[src/rtl/core/avr_pkg.sv]
// ----------------------------------------------------------------------------
// avr_pkg: shared types and constants of the axis vector rotator
// Request structs, datapath widths, axis codes and the CORDIC angle table.
// ----------------------------------------------------------------------------
package avr_pkg;

    // axis codes of axis_select
    localparam logic [1:0] AXIS_0    = 2'd0;
    localparam logic [1:0] AXIS_1    = 2'd1;
    localparam logic [1:0] AXIS_2    = 2'd2;
    localparam logic [1:0] AXIS_NONE = 2'd3;

    // CORDIC datapath: 24 fraction bits, magnitude up to about 2^55.5
    localparam int unsigned CORDIC_W = 58;
    localparam int unsigned ANGLE_W  = 34;
    localparam int unsigned FRAC_W   = 24;
    localparam int unsigned PROD_W   = 65;

    // CORDIC gain 0.60725293500888 in Q32
    localparam logic signed [32:0] GAIN_Q32 = 33'sd2608131496;

    // atan(2^-i) in units of 2^-32 turn, rounded to nearest
    localparam int unsigned ATAN_N = 32;
    localparam logic [31:0] ATAN_TABLE [ATAN_N] = '{
        32'h20000000, 32'h12E4051E, 32'h09FB385B, 32'h051111D4,
        32'h028B0D43, 32'h0145D7E1, 32'h00A2F61E, 32'h00517C55,
        32'h0028BE53, 32'h00145F2F, 32'h000A2F98, 32'h000517CC,
        32'h00028BE6, 32'h000145F3, 32'h0000A2FA, 32'h0000517D,
        32'h000028BE, 32'h0000145F, 32'h00000A30, 32'h00000518,
        32'h0000028C, 32'h00000146, 32'h000000A3, 32'h00000051,
        32'h00000029, 32'h00000014, 32'h0000000A, 32'h00000005,
        32'h00000003, 32'h00000001, 32'h00000001, 32'h00000000
    };

    // input request
    typedef struct packed {
        logic signed [31:0] comp_0;
        logic signed [31:0] comp_1;
        logic signed [31:0] comp_2;
        logic        [31:0] turn_angle;
        logic        [1:0]  axis_select;
    } t_in_req;

    // output request
    typedef struct packed {
        logic signed [31:0] out_0;
        logic signed [31:0] out_1;
        logic signed [31:0] out_2;
        logic               saturated;
    } t_out_req;

    // raw vector and axis carried beside the rotation datapath
    typedef struct packed {
        logic signed [31:0] comp_0;
        logic signed [31:0] comp_1;
        logic signed [31:0] comp_2;
        logic        [1:0]  axis_select;
    } t_side;

    // rotating pair and residual angle handed from cell to cell
    typedef struct packed {
        logic signed [CORDIC_W-1:0] x;
        logic signed [CORDIC_W-1:0] y;
        logic signed [ANGLE_W-1:0]  z;
    } t_cord;

endpackage

[src/rtl/core/avr_prescale.sv]
// ----------------------------------------------------------------------------
// avr_prescale: pair selection, gain prescale and quadrant turn
// Picks the rotated pair, scales it by the CORDIC gain (one multiply per
// component), then folds the angle into a quarter turn plus a residual.
// ----------------------------------------------------------------------------
module avr_prescale (
    input  logic             i_clk,
    input  logic             i_rst_n,
    input  logic             i_en,
    input  logic             i_valid,
    input  avr_pkg::t_in_req i_req,
    output logic             o_valid,
    output avr_pkg::t_cord   o_cord,
    output avr_pkg::t_side   o_side
);

    localparam int unsigned W  = avr_pkg::CORDIC_W;
    localparam int unsigned ZW = avr_pkg::ANGLE_W;
    localparam int unsigned PW = avr_pkg::PROD_W;

    // quadrant codes
    localparam logic [1:0] QUAD_0 = 2'd0;
    localparam logic [1:0] QUAD_1 = 2'd1;
    localparam logic [1:0] QUAD_2 = 2'd2;
    localparam logic [1:0] QUAD_3 = 2'd3;

    logic signed [31:0]   w_p;
    logic signed [31:0]   w_q;
    logic signed [PW-1:0] w_prod_p;
    logic signed [PW-1:0] w_prod_q;

    logic                 r_mul_valid;
    logic signed [63:0]   r_prod_p;
    logic signed [63:0]   r_prod_q;
    logic        [31:0]   r_angle;
    avr_pkg::t_side       r_mul_side;

    logic signed [W-1:0]  w_sp;
    logic signed [W-1:0]  w_sq;
    logic        [31:0]   w_biased;
    logic        [1:0]    w_quad;
    logic        [31:0]   w_resid;
    avr_pkg::t_cord       n_cord;

    logic                 r_valid;
    avr_pkg::t_cord       r_cord;
    avr_pkg::t_side       r_side;

    // rotated pair follows the axis cyclically
    always_comb begin
        unique case (i_req.axis_select)
            avr_pkg::AXIS_0: begin
                w_p = i_req.comp_1;
                w_q = i_req.comp_2;
            end
            avr_pkg::AXIS_1: begin
                w_p = i_req.comp_2;
                w_q = i_req.comp_0;
            end
            avr_pkg::AXIS_2: begin
                w_p = i_req.comp_0;
                w_q = i_req.comp_1;
            end
            avr_pkg::AXIS_NONE: begin
                w_p = i_req.comp_1;
                w_q = i_req.comp_2;
            end
        endcase
    end

    // gain prescale, 32 x 33 signed
    assign w_prod_p = PW'(w_p) * PW'(avr_pkg::GAIN_Q32);
    assign w_prod_q = PW'(w_q) * PW'(avr_pkg::GAIN_Q32);

    // multiply stage valid
    always_ff @(posedge i_clk) begin
        if (!i_rst_n) begin
            r_mul_valid <= 1'b0;
        end else if (i_en) begin
            r_mul_valid <= i_valid;
        end
    end

    // multiply stage payload
    always_ff @(posedge i_clk) begin
        if (i_en) begin
            r_prod_p   <= w_prod_p[63:0];
            r_prod_q   <= w_prod_q[63:0];
            r_angle    <= i_req.turn_angle;
            r_mul_side <= '{comp_0: i_req.comp_0, comp_1: i_req.comp_1,
                            comp_2: i_req.comp_2, axis_select: i_req.axis_select};
        end
    end

    // drop 8 bits, leaving 24 fraction bits
    assign w_sp = W'($signed(r_prod_p[63:8]));
    assign w_sq = W'($signed(r_prod_q[63:8]));

    // nearest quarter turn and the residual in [-2^29, 2^29)
    assign w_biased = r_angle + 32'h2000_0000;
    assign w_quad   = w_biased[31:30];
    assign w_resid  = r_angle - {w_quad, 30'd0};

    always_comb begin
        n_cord.z = ZW'($signed(w_resid));
        unique case (w_quad)
            QUAD_0: begin
                n_cord.x = w_sp;
                n_cord.y = w_sq;
            end
            QUAD_1: begin
                n_cord.x = -w_sq;
                n_cord.y = w_sp;
            end
            QUAD_2: begin
                n_cord.x = -w_sp;
                n_cord.y = -w_sq;
            end
            QUAD_3: begin
                n_cord.x = w_sq;
                n_cord.y = -w_sp;
            end
        endcase
    end

    // quadrant stage valid
    always_ff @(posedge i_clk) begin
        if (!i_rst_n) begin
            r_valid <= 1'b0;
        end else if (i_en) begin
            r_valid <= r_mul_valid;
        end
    end

    // quadrant stage payload
    always_ff @(posedge i_clk) begin
        if (i_en) begin
            r_cord <= n_cord;
            r_side <= r_mul_side;
        end
    end

    assign o_valid = r_valid;
    assign o_cord  = r_cord;
    assign o_side  = r_side;

endmodule

[config.mk]
export PLATFORM = sky130hd
export DESIGN_NAME = avr_prescale
export DESIGN_NICKNAME = d
export VERILOG_FILES = /design/src/rtl/core/avr_pkg.sv /design/src/rtl/core/avr_prescale.sv
export SDC_FILE = /design/constraint.sdc
export NUM_CORES = 2
export LEC_CHECK = 0
export BUFFER_PORTS_ARGS = -buffer_cell sky130_fd_sc_hd__buf_2
export CAP_MARGIN = 10
export CELL_PAD_IN_SITES_DETAIL_PLACEMENT = 1
export CELL_PAD_IN_SITES_GLOBAL_PLACEMENT = 1
export CORE_MARGIN = 4
export CORE_UTILIZATION = 45
export CTS_CLUSTER_DIAMETER = 60
export DETAILED_ROUTE_END_ITERATION = 10
export GPL_TIMING_DRIVEN = 1
export PLACE_DENSITY = 0.83
export SYNTH_ARGS = -nofsm -noshare
export SYNTH_HDL_FRONTEND = slang
export SYNTH_SLANG_ARGS = --single-unit
[constraint.sdc]
create_clock -name i_clk -period 10.92 [get_ports i_clk]
set_input_delay 1.092 -clock i_clk [delete_from_list [all_inputs] [get_ports i_clk]]
set_output_delay 1.092 -clock i_clk [all_outputs]
set_load 0.01 [all_outputs]
==> flow_summary.ini <==
[status]
status = finished clean

[sta]
holdWs_ns = 0.4140
relSlewSlack_pct = 19.30
hold_violations = 0
rsz0062_at_grt = no
finalCritPeriodShare_pct = 93.85
drv_slew = 0
clock_skew_ns = 0.01896
worst_pin_slew_ns = 1.198
period_minus_slack_ns = 10.25
setup_viol = 0
max_freq_mhz = 97.58

[global_routing]
top_usage_layer = met2
grt_pass1_wl_um = 318100
antenna_found_initial = 11
grt_max_degree = 151
grt_util_met3_pct = 6.566
use_met1_pct = 42.99
grt_pass1_vias = 48090
track_usage_pct = 31.67
grt_util_met2_pct = 50.22
grt_overflow_total = 0

[cells_and_area]
layout-drive-gt1-share_pct = 10.89
area_growth_pct = 11.43
layout_commonest_cell = inv_1
final_cell_mix = 1236 x inv_1, 840 x fa_1, 721 x ha_1
layout.nets = 7709

[critical_path]
crit_arrival_ns = 10.65
cp_data_required_time_ns = 11.32
critPathMaxStageDelay_ns = 0.69
critPathCaptureType = flip-flop
path_class = input port to flip-flop
crit_path_top_delay_cell = a2111oi_0
start_kind = input port
worst-path-max-fanout = 27

[synthesis]
netlist.area_leader.share_pct = 28.50
netlist_area_um2 = 59010
synthArstFlopShare_pct = 0
synth_area_leaders = fa_1 28%, edfxtp_1 25%, ha_1 15%
syn_area_per_cell_um2 = 10.59
ys_warn_count = 0
synthesis.nets = 7268
yosysUniqueCellTypes = 79
synth_edf_count = 488
synth_cells = 5570
ys_ff_latch = 490
yosysTopAreaCell = fa_1
synth_seq_area_share_pct = 24.90
ys.flop_type = edfxtp_1

[cts]
cts_buffers = 61
cts.sinks = 490
clk_pin_slew_ns = 0.06
cts_root_buf = clkbuf_16
htree_levels = 2
cts_tree = done
clockBufferDepth = 3
cts_post_setup_buffers_inserted = 0
clk_latency_ns = 0.67

[die]
start_util_pct = 45.46
fp-row-count = 132
die_height_um = 370.1
ios = 383
core-area_um2 = 129800
dieArea_um2 = 137000
die_w_um = 370.1

[detailed_routing]
drc = 0
drt-total-wl_um = 216500
viasPerCell = 5.639
vias = 44020
first_pass_iters = 5
drt_iter0_drc = 3615
ant_nets = 0
wl_per_cell_um = 27.73

[place]
port_buffers = 382
place.gp.congestion = 1.020
hpwl_um = 187200

[worst_hold_path]
hp-class = flip-flop to flip-flop

[run]
maxCapViolCount = 0
-- metal layers --
layer	up-vias	routed length, um
met5	-	36
met4	6	9616
met3	357	19410
met2	1984	97110
met1	22720	90320
li1	18960	-
-- flip-flops by register name (all words and copies together) (netlist names) --
| register | cells |
|---|---|
| o_cord | 148 |
| o_side | 98 |
| r_mul_side | 98 |
| r_prod_p | 56 |
| r_prod_q | 56 |
| r_angle | 32 |
| o_valid | 1 |
| r_mul_valid | 1 |
-- synthesized netlist by cell type, types with 31 or more instances --
library cell	instances
nor3_1	40
nand3_1	32
a21oi_1	300
o21ai_0	244
a22oi_1	62
xor2_1	240
ha_1	724
inv_1	1238
nor2b_1	31
clkbuf_1	131
edfxtp_1	488
fa_1	840
xnor2_1	224
a21o_1	95
nor2_1	222
nand2_1	260
-- kinds of logic after synthesis --
family,share of synthesized area (%)
and+or+nand+nor,6.045
DFF,24.90
buffers and inverters,8.823
xor gates and xnor gates,6.887
adders and majority gates,43.87
AOI/OAI and AO/OA,9.226
muxes,0.2502
-- what timing repair did --
item | 4_1_cts | 5_1_grt
setup endpoints to repair | 0 | 1
resized for setup | 0 | 1
hold buffers | 0 | 0
-- cell type report --
cell class	instances	area [um2]
Multi-Input combinational cell	3695	39180
Antenna cell	5	12.51
Fill cell	14280	64060
Clock inverter	34	340.3
Sequential cell	490	14690
Tap cell	1742	2180
Clock buffer	78	1632
Inverter	1238	4647
Timing Repair Buffer	525	3070
-- path summary, 6_finish.rpt --
kind,from,to,slack [ns],cells past startpoint
max,i_req[0],r_prod_q[60],0.67,32
min,r_mul_side[54],o_side[54],0.41,0
max reg2reg,r_prod_q[8],o_cord[124],5.71,10
min reg2reg,r_mul_side[54],o_side[54],0.41,0
-- metrics by stage --
step	util [%]	TNS, ns	setup slack, ns	cell area, um2	std cells
floorplan	-	0	0.6649	59010	5570
global placement	49.12	-0.1254	-0.06341	63760	7690
detailed placement	49.12	-0.5264	-0.1984	63760	7690
CTS	50.64	0	0.5155	65730	7802
global route	50.64	0	0.2845	65740	7802
finish	50.65	0	0.6720	65750	7807
-- critical path, delay by kind of cell --
family / cells / cell delay [ns]
AO/OA/AOI/OAI: 10 / 3.23
XOR/XNOR: 2 / 0.39
adder cells (fa/ha/maj): 10 / 4.52
buffers and inverters: 9 / 1.08
AND/OR/NAND/NOR: 1 / 0.26
Power is not shown: default switching activity piles up to over one toggle a cycle in this logic, so the estimate is an artifact.
