$ cat src/rtl/core/avr_pkg.sv
// ----------------------------------------------------------------------------
// avr_pkg: shared types and constants of the axis vector rotator
// Request structs, datapath widths, axis codes and the CORDIC angle table.
// ----------------------------------------------------------------------------
package avr_pkg;

    // axis codes of axis_select
    localparam logic [1:0] AXIS_0    = 2'd0;
    localparam logic [1:0] AXIS_1    = 2'd1;
    localparam logic [1:0] AXIS_2    = 2'd2;
    localparam logic [1:0] AXIS_NONE = 2'd3;

    // CORDIC datapath: 24 fraction bits, magnitude up to about 2^55.5
    localparam int unsigned CORDIC_W = 58;
    localparam int unsigned ANGLE_W  = 34;
    localparam int unsigned FRAC_W   = 24;
    localparam int unsigned PROD_W   = 65;

    // CORDIC gain 0.60725293500888 in Q32
    localparam logic signed [32:0] GAIN_Q32 = 33'sd2608131496;

    // atan(2^-i) in units of 2^-32 turn, rounded to nearest
    localparam int unsigned ATAN_N = 32;
    localparam logic [31:0] ATAN_TABLE [ATAN_N] = '{
        32'h20000000, 32'h12E4051E, 32'h09FB385B, 32'h051111D4,
        32'h028B0D43, 32'h0145D7E1, 32'h00A2F61E, 32'h00517C55,
        32'h0028BE53, 32'h00145F2F, 32'h000A2F98, 32'h000517CC,
        32'h00028BE6, 32'h000145F3, 32'h0000A2FA, 32'h0000517D,
        32'h000028BE, 32'h0000145F, 32'h00000A30, 32'h00000518,
        32'h0000028C, 32'h00000146, 32'h000000A3, 32'h00000051,
        32'h00000029, 32'h00000014, 32'h0000000A, 32'h00000005,
        32'h00000003, 32'h00000001, 32'h00000001, 32'h00000000
    };

    // input request
    typedef struct packed {
        logic signed [31:0] comp_0;
        logic signed [31:0] comp_1;
        logic signed [31:0] comp_2;
        logic        [31:0] turn_angle;
        logic        [1:0]  axis_select;
    } t_in_req;

    // output request
    typedef struct packed {
        logic signed [31:0] out_0;
        logic signed [31:0] out_1;
        logic signed [31:0] out_2;
        logic               saturated;
    } t_out_req;

    // raw vector and axis carried beside the rotation datapath
    typedef struct packed {
        logic signed [31:0] comp_0;
        logic signed [31:0] comp_1;
        logic signed [31:0] comp_2;
        logic        [1:0]  axis_select;
    } t_side;

    // rotating pair and residual angle handed from cell to cell
    typedef struct packed {
        logic signed [CORDIC_W-1:0] x;
        logic signed [CORDIC_W-1:0] y;
        logic signed [ANGLE_W-1:0]  z;
    } t_cord;

endpackage

$ cat src/rtl/core/avr_finish.sv
// ----------------------------------------------------------------------------
// avr_finish: rounding, saturation and output register
// Rounds the pair half up to integer scale, clips to 32 bits and places the
// components back at their axes; AXIS_NONE passes the raw vector through.
// ----------------------------------------------------------------------------
module avr_finish (
    input  logic              i_clk,
    input  logic              i_rst_n,
    input  logic              i_en,
    input  logic              i_valid,
    input  avr_pkg::t_cord    i_cord,
    input  avr_pkg::t_side    i_side,
    output logic              o_valid,
    output avr_pkg::t_out_req o_req
);

    localparam int unsigned W  = avr_pkg::CORDIC_W;
    localparam int unsigned FW = avr_pkg::FRAC_W;
    localparam int unsigned RW = W - FW;
    localparam logic signed [W-1:0] HALF = W'(1) <<< (FW - 1);

    logic signed [W-1:0] w_x_sum;
    logic signed [W-1:0] w_y_sum;
    logic signed [31:0]  w_x;
    logic signed [31:0]  w_y;
    logic                w_x_sat;
    logic                w_y_sat;
    avr_pkg::t_out_req   n_req;

    logic                r_valid;
    avr_pkg::t_out_req   r_req;

    // clip a rounded value to the signed 32-bit range
    function automatic logic signed [31:0] clip32(input logic signed [RW-1:0] v);
        logic fits;
        fits = (v[RW-1:31] == '0) || (v[RW-1:31] == '1);
        if (fits) begin
            return v[31:0];
        end else if (v[RW-1]) begin
            return 32'sh8000_0000;
        end else begin
            return 32'sh7FFF_FFFF;
        end
    endfunction

    // round half up
    assign w_x_sum = i_cord.x + HALF;
    assign w_y_sum = i_cord.y + HALF;
    assign w_x     = clip32(w_x_sum[W-1:FW]);
    assign w_y     = clip32(w_y_sum[W-1:FW]);
    assign w_x_sat = !((w_x_sum[W-1:FW+31] == '0) || (w_x_sum[W-1:FW+31] == '1));
    assign w_y_sat = !((w_y_sum[W-1:FW+31] == '0) || (w_y_sum[W-1:FW+31] == '1));

    // components back to their axes
    always_comb begin
        n_req.out_0     = i_side.comp_0;
        n_req.out_1     = i_side.comp_1;
        n_req.out_2     = i_side.comp_2;
        n_req.saturated = w_x_sat || w_y_sat;
        unique case (i_side.axis_select)
            avr_pkg::AXIS_0: begin
                n_req.out_1 = w_x;
                n_req.out_2 = w_y;
            end
            avr_pkg::AXIS_1: begin
                n_req.out_2 = w_x;
                n_req.out_0 = w_y;
            end
            avr_pkg::AXIS_2: begin
                n_req.out_0 = w_x;
                n_req.out_1 = w_y;
            end
            avr_pkg::AXIS_NONE: begin
                n_req.saturated = 1'b0;
            end
        endcase
    end

    // output valid
    always_ff @(posedge i_clk) begin
        if (!i_rst_n) begin
            r_valid <= 1'b0;
        end else if (i_en) begin
            r_valid <= i_valid;
        end
    end

    // output payload
    always_ff @(posedge i_clk) begin
        if (i_en) begin
            r_req <= n_req;
        end
    end

    assign o_valid = r_valid;
    assign o_req   = r_req;

endmodule

$ cat config.mk
export PLATFORM = sky130hd
export DESIGN_NAME = avr_finish
export DESIGN_NICKNAME = d
export VERILOG_FILES = /design/src/rtl/core/avr_pkg.sv /design/src/rtl/core/avr_finish.sv
export SDC_FILE = /design/constraint.sdc
export NUM_CORES = 1
export LEC_CHECK = 0
export BUFFER_PORTS_ARGS = -buffer_cell sky130_fd_sc_hd__buf_2
export CAP_MARGIN = 10
export CORE_ASPECT_RATIO = 0.8
export CORE_MARGIN = 2
export CORE_UTILIZATION = 32
export CTS_BUF_LIST = sky130_fd_sc_hd__clkbuf_4 sky130_fd_sc_hd__clkbuf_8
export DETAILED_ROUTE_END_ITERATION = 12
export SLEW_MARGIN = 20
export SYNTH_ARGS = -nofsm -noshare
export SYNTH_HDL_FRONTEND = slang
export SYNTH_SLANG_ARGS = --single-unit
$ cat constraint.sdc
create_clock -name i_clk -period 7.87 [get_ports i_clk]
set_input_delay 1.574 -clock i_clk [delete_from_list [all_inputs] [get_ports i_clk]]
set_output_delay 1.574 -clock i_clk [all_outputs]
set_load 0.03 [all_outputs]
==> results of run 1 <==
## layer usage
| metal | vias up | GRT usage | wire [µm] |
|---|---|---|---|
| met4 | 0 | 0.0632 | 510 |
| met1 | 3429 | 0.353 | 13300 |
| met5 | - | 0 | 0 |
| li1 | 3324 | - | - |
| met3 | 33 | 0.0472 | 2480 |
| met2 | 390 | 0.368 | 12500 |
## where the power goes
part           total [mW]  switching (mW)  leakage, nW  internal, mW
sequential          0.662          0.0161        0.953         0.646
combinational       0.478           0.329         2.35         0.149
clock               0.324           0.201       0.0942         0.123
## worst max-delay path by stage
stage	end
3_5_place_dp	o_req[61]$_DFFE_PP_
5_1_grt	o_req[61]$_DFFE_PP_
3_3_place_gp	o_req[61]$_DFFE_PP_
6_report	o_req[61]$_DFFE_PP_
4_1_cts	o_req[61]$_DFFE_PP_
2_1_floorplan	o_req[58]$_DFFE_PP_
## area by class of cell
class                      instances  area, µm²  share of cell area
clock inverter                     6       50.0             0.00575
tap                              275        344              0.0396
sequential                        98       2930               0.337
clock buffer                      10        131              0.0151
inverter                          18       67.6             0.00777
antenna                            3       7.51            0.000863
multi-input combinational        562       3760               0.432
timing repair buffer             277       1410               0.162
## cell usage after synthesis (3+ instances only)
library cell	count	area share
edfxtp_1	97	0.42
nand2_1	75	0.040
a21oi_1	46	0.033
a221o_1	43	0.062
nor2_1	43	0.023
xnor2_1	39	0.049
clkbuf_1	37	0.020
o221ai_1	27	0.034
nand3_1	26	0.019
xor2_1	25	0.031
nand4_1	22	0.020
and2_1	21	0.019
o211ai_1	21	0.023
o21ai_0	20	0.014
inv_1	16	0.0086
a31oi_1	15	0.013
nand2b_1	14	0.013
nor4_1	14	0.013
nor3_1	13	0.0093
a211o_1	12	0.015
and4_1	12	0.015
and3_1	8	0.0072
nor2b_1	7	0.0063
ha_1	6	0.011
buf_2	5	0.0036
o21a_1	5	0.0054
a21o_1	4	0.0043
buf_4	4	0.0043
buf_6	4	0.0065
a22oi_1	3	0.0032
mux2i_1	3	0.0043
o2111a_1	3	0.0048
or3_1	3	0.0027
## flip-flops by register name, summed over array words and instances (netlist names)
register and count:
o_valid 1, o_req 97
## worst min-delay path: stages (launching register included)
cell and delay (ns):
dfxtp_1 0.32, mux2i_1 0.12, nor2b_1 0.06
## cells by family after synthesis
kind of cell             share of synthesized area
multiplexers                               0.00753
AND/OR/NAND/NOR                              0.201
buffers and inverters                       0.0450
flip-flops                                   0.420
AO/OA/AOI/OAI                                0.235
adder cells (fa/ha/maj)                     0.0108
XOR/XNOR                                    0.0804
==> run_results.csv, run 1 <==
group,metric,value,unit
run_status,status,"complete, no violations",
clock_network,cts_tree,"done",
grt,grt_pass1_vias,6762,
critical_path,end_kind,"flop",
power_and_ir_drop,leakagePower,3.39,nW
grt,grt_pass1_wl,41200,µm
cells_and_area,post-route-util,0.405,
grt,grt_max_degree,55,
clock_network,cts_resized,0,
drt,drt_wl_total,28700,µm
drt,first_iter_violations,856,
clock_network,cts_sinks,98,
floorplan,coreArea,21500,µm²
synth,synth_edf_count,97,
synth,synth_fp_nets,988,
critical_path,worstPathMaxFanout,26,
sta,rsz0062_at_grt,"no",
cells_and_area,nets,1224,
synth,ys_warn_count,0,
critical_path,cp.required,8.12,ns
run,cap_violations,0,
critical_path,critPathArrivalTime,5.17,ns
floorplan,start_util,0.324,
critical_path,rr_startpoint,"o_valid$_SDFFE_PN0P_",
sta,drv_slew,0,
critical_path,crit_slowest_cell,"or4b_1",
floorplan,fp.dieW,169,µm
sta,worst_slew_pin_slew,1.02,ns
critical_path,rr_worst_depth,2,
synth,ys_seq_area_frac,0.420,
power_and_ir_drop,irDropWorstVdd,0.0721,mV
cells_and_area,fillers,2202,
drt,via_per_inst,5.75,
critical_path,path_buf_inv,2,
clock_network,clk_latency,0.39,ns
synth,synth_seq_cells,98,
grt,grt_util_all_layers,0.242,
power_and_ir_drop,finalPower,1.46,mW
sta,setup_violations,0,
critical_path,cp_cell_sequence,"buf_2, nand4_1, nor4_1, or4b_1, o21a_1, o22ai_2, buf_4, and2_1, a221o_1",
sta,layout_setup_ws,2.94,ns
placed_design,place_congestion,0.903,
cells_and_area,drive_gt1_frac,0.311,
placed_design,place_ws,2.57,ns
synth,syn_inst,730,
sta,period_share,0.626,
floorplan,die_h,136,µm
power_and_ir_drop,powerDensity,168,nW/µm²
grt,antenna_found_initial,3,
clock_network,cts_root_buf,"clkbuf_8",
cells_and_area,layout_common_cells,"buf_2, edfxtp_1, nand2_1",
clock_network,cts_hold_buf,0,
clock_network,clock_path_buffers,2,
drt,via_count,7176,
drt,ant_nets,0,
drt,wl_per_cell,23.0,µm
synth,async_reset_ff_frac,0,
floorplan,row_count,48,
sta,slew-limit-headroom,0.319,
critical_path,start_kind,"primary input",
cells_and_area,syn2layout_area_growth,24.7,%
sta,hold_viol_final,0,
sta,finalSetupTns,0,ns
placed_design,io_buffers,269,
drt,first_pass_iters,5,
sta,fmaxAchievable,0.203,GHz
synth,synthDistinctLibCells,60,
min_path,min-delay-start,"o_valid$_SDFFE_PN0P_",
clock_network,cts_setup_buffers,0,
floorplan,ioPinCount,350,
cells_and_area,stdcell_area,8700,µm²
critical_path,path_delay_family,"simple AND/OR/NAND/NOR gates",
critical_path,r2r_slack,7.27,ns
critical_path,crit_type,"in -> reg",
placed_design,dp_hpwl,22200,µm
sta,hold_slack,0.534,ns
synth,syn_area,6980,µm²
critical_path,max_stage_delay,0.64,ns
floorplan,die-area,23000,µm²
min_path,min_to,"o_valid$_SDFFE_PN0P_",
clock_network,numCtsBuffers,9,
critical_path,startpoint,"i_cord[66]",
cells_and_area,instances_no_fill,1249,
sta,skew,0,ns
placed_design,dpl-instance-area,8510,µm²
cells_and_area,final_common_cell,"buf_2",
min_path,whs_path_depth,2,
min_path,hp-class,"reg -> reg",
synth,syn_avg_cell_area,9.56,µm²
critical_path,reg2reg_to,"o_valid$_SDFFE_PN0P_",
drt,drc,0,
sta,period_needed,4.93,ns
critical_path,cp.depth,9,
clock_network,clk_pin_slew,0.10,ns
synth,dominantRegCellSynth,"edfxtp_1",
clock_network,h-tree-depth,3,
grt,overflow,0,
placed_design,placed_cells,1230,
Note: power is estimated with default switching activity, not from simulation.
==> run 2: changes to the inputs <==
- clock period: 7.87 -> 5.17 ns (I/O delays scaled with it)
==> run_results.csv, run 2 (same netlist as run 1, synthesis figures left out) <==
group,metric,value,unit
run_status,status,"complete, no violations",
clock_network,cts_root_buf,"clkbuf_8",
clock_network,cts_setup_buffers,0,
drt,drt_wl_total,28800,µm
sta,hold_slack,0.543,ns
critical_path,rr_worst_depth,2,
sta,setup_violations,0,
critical_path,reg2reg_to,"o_valid$_SDFFE_PN0P_",
critical_path,cp.required,5.44,ns
run,cap_violations,0,
critical_path,r2r_slack,4.56,ns
cells_and_area,drive_gt1_frac,0.318,
critical_path,critPathArrivalTime,4.39,ns
critical_path,startpoint,"i_cord[116]",
drt,drc,0,
placed_design,io_buffers,269,
cells_and_area,final_common_cell,"buf_2",
floorplan,fp.dieW,169,µm
floorplan,ioPinCount,350,
grt,overflow,0,
critical_path,worstPathMaxFanout,15,
min_path,whs_path_depth,2,
sta,slew-limit-headroom,0.328,
sta,finalSetupTns,0,ns
power_and_ir_drop,finalPower,2.25,mW
sta,rsz0062_at_grt,"no",
placed_design,place_ws,0.796,ns
sta,period_share,0.797,
clock_network,cts_tree,"done",
min_path,hp-class,"reg -> reg",
placed_design,place_congestion,0.920,
cells_and_area,nets,1233,
drt,wl_per_cell,22.9,µm
critical_path,end_kind,"flop",
drt,first_iter_violations,822,
drt,via_count,7241,
floorplan,die_h,136,µm
clock_network,clock_path_buffers,2,
cells_and_area,num_antenna_cells,0,
sta,hold_viol_final,0,
clock_network,cts_hold_buf,0,
drt,ant_nets,0,
sta,period_needed,4.12,ns
power_and_ir_drop,irDropWorstVdd,0.115,mV
grt,grt_util_all_layers,0.243,
cells_and_area,largest_reg_flops,97,
clock_network,cts_resized,0,
grt,grt_pass1_vias,6751,
grt,antenna_found_initial,1,
power_and_ir_drop,leakagePower,3.44,nW
clock_network,cts_sinks,98,
grt,grt_max_degree,71,
cells_and_area,syn2layout_area_growth,25.6,%
drt,first_pass_iters,5,
sta,layout_setup_ws,1.05,ns
clock_network,numCtsBuffers,9,
placed_design,dp_hpwl,22400,µm
clock_network,clk_latency,0.39,ns
critical_path,crit_type,"in -> reg",
drt,via_per_inst,5.77,
critical_path,crit_path_end,"o_req[69]$_DFFE_PP_",
grt,grt_pass1_wl,41300,µm
clock_network,clk_pin_slew,0.10,ns
sta,drv_slew,0,
floorplan,row_count,48,
cells_and_area,fillers,2193,
critical_path,rr_startpoint,"o_valid$_SDFFE_PN0P_",
critical_path,start_kind,"primary input",
sta,fmaxAchievable,0.243,GHz
power_and_ir_drop,powerDensity,256,nW/µm²
sta,worst_slew_pin_slew,1.01,ns
sta,skew,0,ns
cells_and_area,layout_common_cells,"buf_2, edfxtp_1, nand2_1",
floorplan,start_util,0.324,
floorplan,coreArea,21500,µm²
clock_network,h-tree-depth,3,
floorplan,die-area,23000,µm²
## run 2: power by group
part | switching, mW | total, mW | internal [mW] | leakage [nW]
Combinational | 0.505 | 0.736 | 0.231 | 2.39
Sequential | 0.0247 | 1.01 | 0.983 | 0.953
Clock | 0.318 | 0.502 | 0.184 | 0.0925
## run 2: per-stage QoR
stage,util,area (µm²),cells
detailed placement,0.399,8580,1239
global route,0.407,8760,1255
finish,0.407,8760,1255
CTS,0.407,8760,1255
floorplan,-,6980,730
global placement,0.399,8580,1239
## run 2: how the worst min path moves through the flow
stage	startpoint	to
after floorplan	o_valid$_SDFFE_PN0P_	o_valid$_SDFFE_PN0P_
after global placement	o_valid$_SDFFE_PN0P_	o_valid$_SDFFE_PN0P_
after detailed placement	o_valid$_SDFFE_PN0P_	o_valid$_SDFFE_PN0P_
after CTS	o_valid$_SDFFE_PN0P_	o_valid$_SDFFE_PN0P_
after global routing	o_valid$_SDFFE_PN0P_	o_valid$_SDFFE_PN0P_
final	o_valid$_SDFFE_PN0P_	o_valid$_SDFFE_PN0P_
## run 2: metal layers
layer,track usage,wire length (µm),part of all wire
met5,0,0,0
met2,0.368,12400,0.43
met4,0.0698,637,0.022
met3,0.0373,2410,0.084
met1,0.359,13400,0.46
## run 2: cell type report
type | instances | area, µm² | share of cell area
tap | 275 | 344 | 0.0393
multi-input combinational | 562 | 3760 | 0.429
inverter | 18 | 67.6 | 0.00771
timing repair buffer | 286 | 1480 | 0.169
clock inverter | 7 | 58.8 | 0.00671
clock buffer | 9 | 124 | 0.0141
sequential | 98 | 2930 | 0.335
## run 2: critical path, stage by stage
cell	delay, ns
buf_2	0.11
ha_1	0.25
and4_1	0.43
nand4_1	0.23
nor3_2	0.45
mux2i_1	0.39
nand2_1	0.43
o21ai_0	0.77
a221o_1	0.28
==> run 3: changes to the inputs <==
- clock period: 5.17 -> 4.2 ns (I/O delays scaled with it)
==> run_results.csv, run 3 (same netlist as run 1, synthesis figures left out) <==
group,metric,value,unit
clock_network,clk_latency,0.39,ns
placed_design,dp_hpwl,22800,µm
placed_design,place_ws,0.413,ns
sta,rsz0062_at_grt,"no",
clock_network,cts_sinks,98,
drt,wl_met1,13500,µm
sta,drv_slew,0,
grt,grt_pass1_vias,6994,
grt,antenna_found_initial,3,
power_and_ir_drop,powerDensity,317,nW/µm²
sta,period_needed,3.42,ns
floorplan,fp.dieW,169,µm
grt,grt_max_degree,79,
critical_path,worstPathMaxFanout,13,
cells_and_area,syn2layout_area_growth,29.1,%
placed_design,place_congestion,0.931,
drt,drt_wl_total,29200,µm
sta,finalSetupTns,0,ns
cells_and_area,nets,1255,
critical_path,crit_type,"in -> reg",
sta,worst_slew_pin_slew,1.05,ns
run,cap_violations,0,
clock_network,cts_root_buf,"clkbuf_8",
floorplan,die_h,136,µm
floorplan,die-area,23000,µm²
floorplan,coreArea,21500,µm²
critical_path,start_kind,"primary input",
drt,first_pass_iters,5,
drt,ant_nets,0,
critical_path,cp.required,4.44,ns
cells_and_area,drive_gt1_frac,0.333,
sta,fmaxAchievable,0.292,GHz
drt,wl_per_cell,22.8,µm
cells_and_area,layout_common_cells,"buf_2, edfxtp_1, nand2_1",
power_and_ir_drop,irDropWorstVdd,0.147,mV
drt,wl_met3,2470,µm
drt,first_iter_violations,812,
clock_network,clock_path_buffers,2,
clock_network,clk_pin_slew,0.11,ns
sta,slew-limit-headroom,0.299,
min_path,hp-class,"reg -> reg",
clock_network,cts_setup_buffers,0,
critical_path,end_kind,"flop",
floorplan,ioPinCount,350,
drt,highest_layer,"met4",
grt,grt_pass1_wl,42300,µm
drt,via_per_inst,5.74,
sta,setup_violations,0,
drt,via_count,7352,
power_and_ir_drop,leakagePower,3.57,nW
cells_and_area,fillers,2212,
cells_and_area,final_common_cell,"buf_2",
sta,layout_setup_ws,0.776,ns
grt,overflow,0,
run_status,status,"complete, no violations",
clock_network,cts_resized,0,
grt,grt_util_all_layers,0.247,
floorplan,start_util,0.324,
clock_network,numCtsBuffers,9,
placed_design,io_buffers,269,
cells_and_area,largest_reg_flops,97,
clock_network,cts_tree,"done",
clock_network,h-tree-depth,3,
clock_network,cts_hold_buf,0,
floorplan,row_count,48,
sta,skew,0,ns
sta,period_share,0.815,
critical_path,critPathArrivalTime,3.66,ns
drt,drc,0,
sta,hold_viol_final,0,
drt,wl_met2,12800,µm
[run 3: cell types whose count changed in the layout (fill, tap and decap cells not counted)]
cell        previous run  this run
buf_4                 18        36
buf_12                 0         4
diode_2                0         3
bufinv_16              0         1
clkinvlp_4             1         0
[run 3: routing by layer]
layer / vias to the layer above / GRT usage
met5: - / 0
met4: 0 / 0.0579
met3: 32 / 0.0501
met2: 379 / 0.383
met1: 3550 / 0.355
li1: 3391 / -
[run 3: worst max-delay path, cell delays in order]
cell and delay (ns):
buf_2 0.14, nand4_1 0.14, nor4_1 0.34, buf_4 0.19
or4b_1 0.59, o21a_1 0.36, a211oi_4 0.41, buf_4 0.26
o211ai_1 0.16, a31oi_1 0.22
[run 3: metrics by stage]
stage	power (mW)	cells	utilization	hold slack, ns	area (µm²)
detailed placement	2.18	1261	0.409	0.511	8790
global placement	2.18	1261	0.409	0.498	8790
global route	2.97	1279	0.419	0.567	9000
floorplan	1.80	730	-	0.640	6980
finish	2.85	1280	0.419	0.529	9000
CTS	2.86	1277	0.418	0.533	9000
[run 3: worst paths after layout]
| check | slack (ns) | depth (start not counted) | endpoint | start |
|---|---|---|---|---|
| worst max-delay path | 0.78 | 10 | o_req[84]$_DFFE_PP_ | i_cord[66] |
| worst min-delay path | 0.53 | 2 | o_valid$_SDFFE_PN0P_ | o_valid$_SDFFE_PN0P_ |
| worst max register to register | 3.60 | 2 | o_valid$_SDFFE_PN0P_ | o_valid$_SDFFE_PN0P_ |
| worst min register to register | 0.53 | 2 | o_valid$_SDFFE_PN0P_ | o_valid$_SDFFE_PN0P_ |
[run 3: where the power goes]
part / internal (mW) / switching, mW
logic: 0.302 / 0.623
registers: 1.21 / 0.0322
clock network: 0.287 / 0.400
total: 1.80 / 1.06
[run 3: area by class of cell]
class	count	area, µm²	area share
diodes	3	7.51	0.000834
multi-input cells	562	3760	0.417
repair buffers	308	1690	0.188
clock inverters	7	81.3	0.00903
flip-flops and latches	98	2930	0.326
inverters	18	67.6	0.00750
clock buffers	9	124	0.0138
well taps	275	344	0.0382
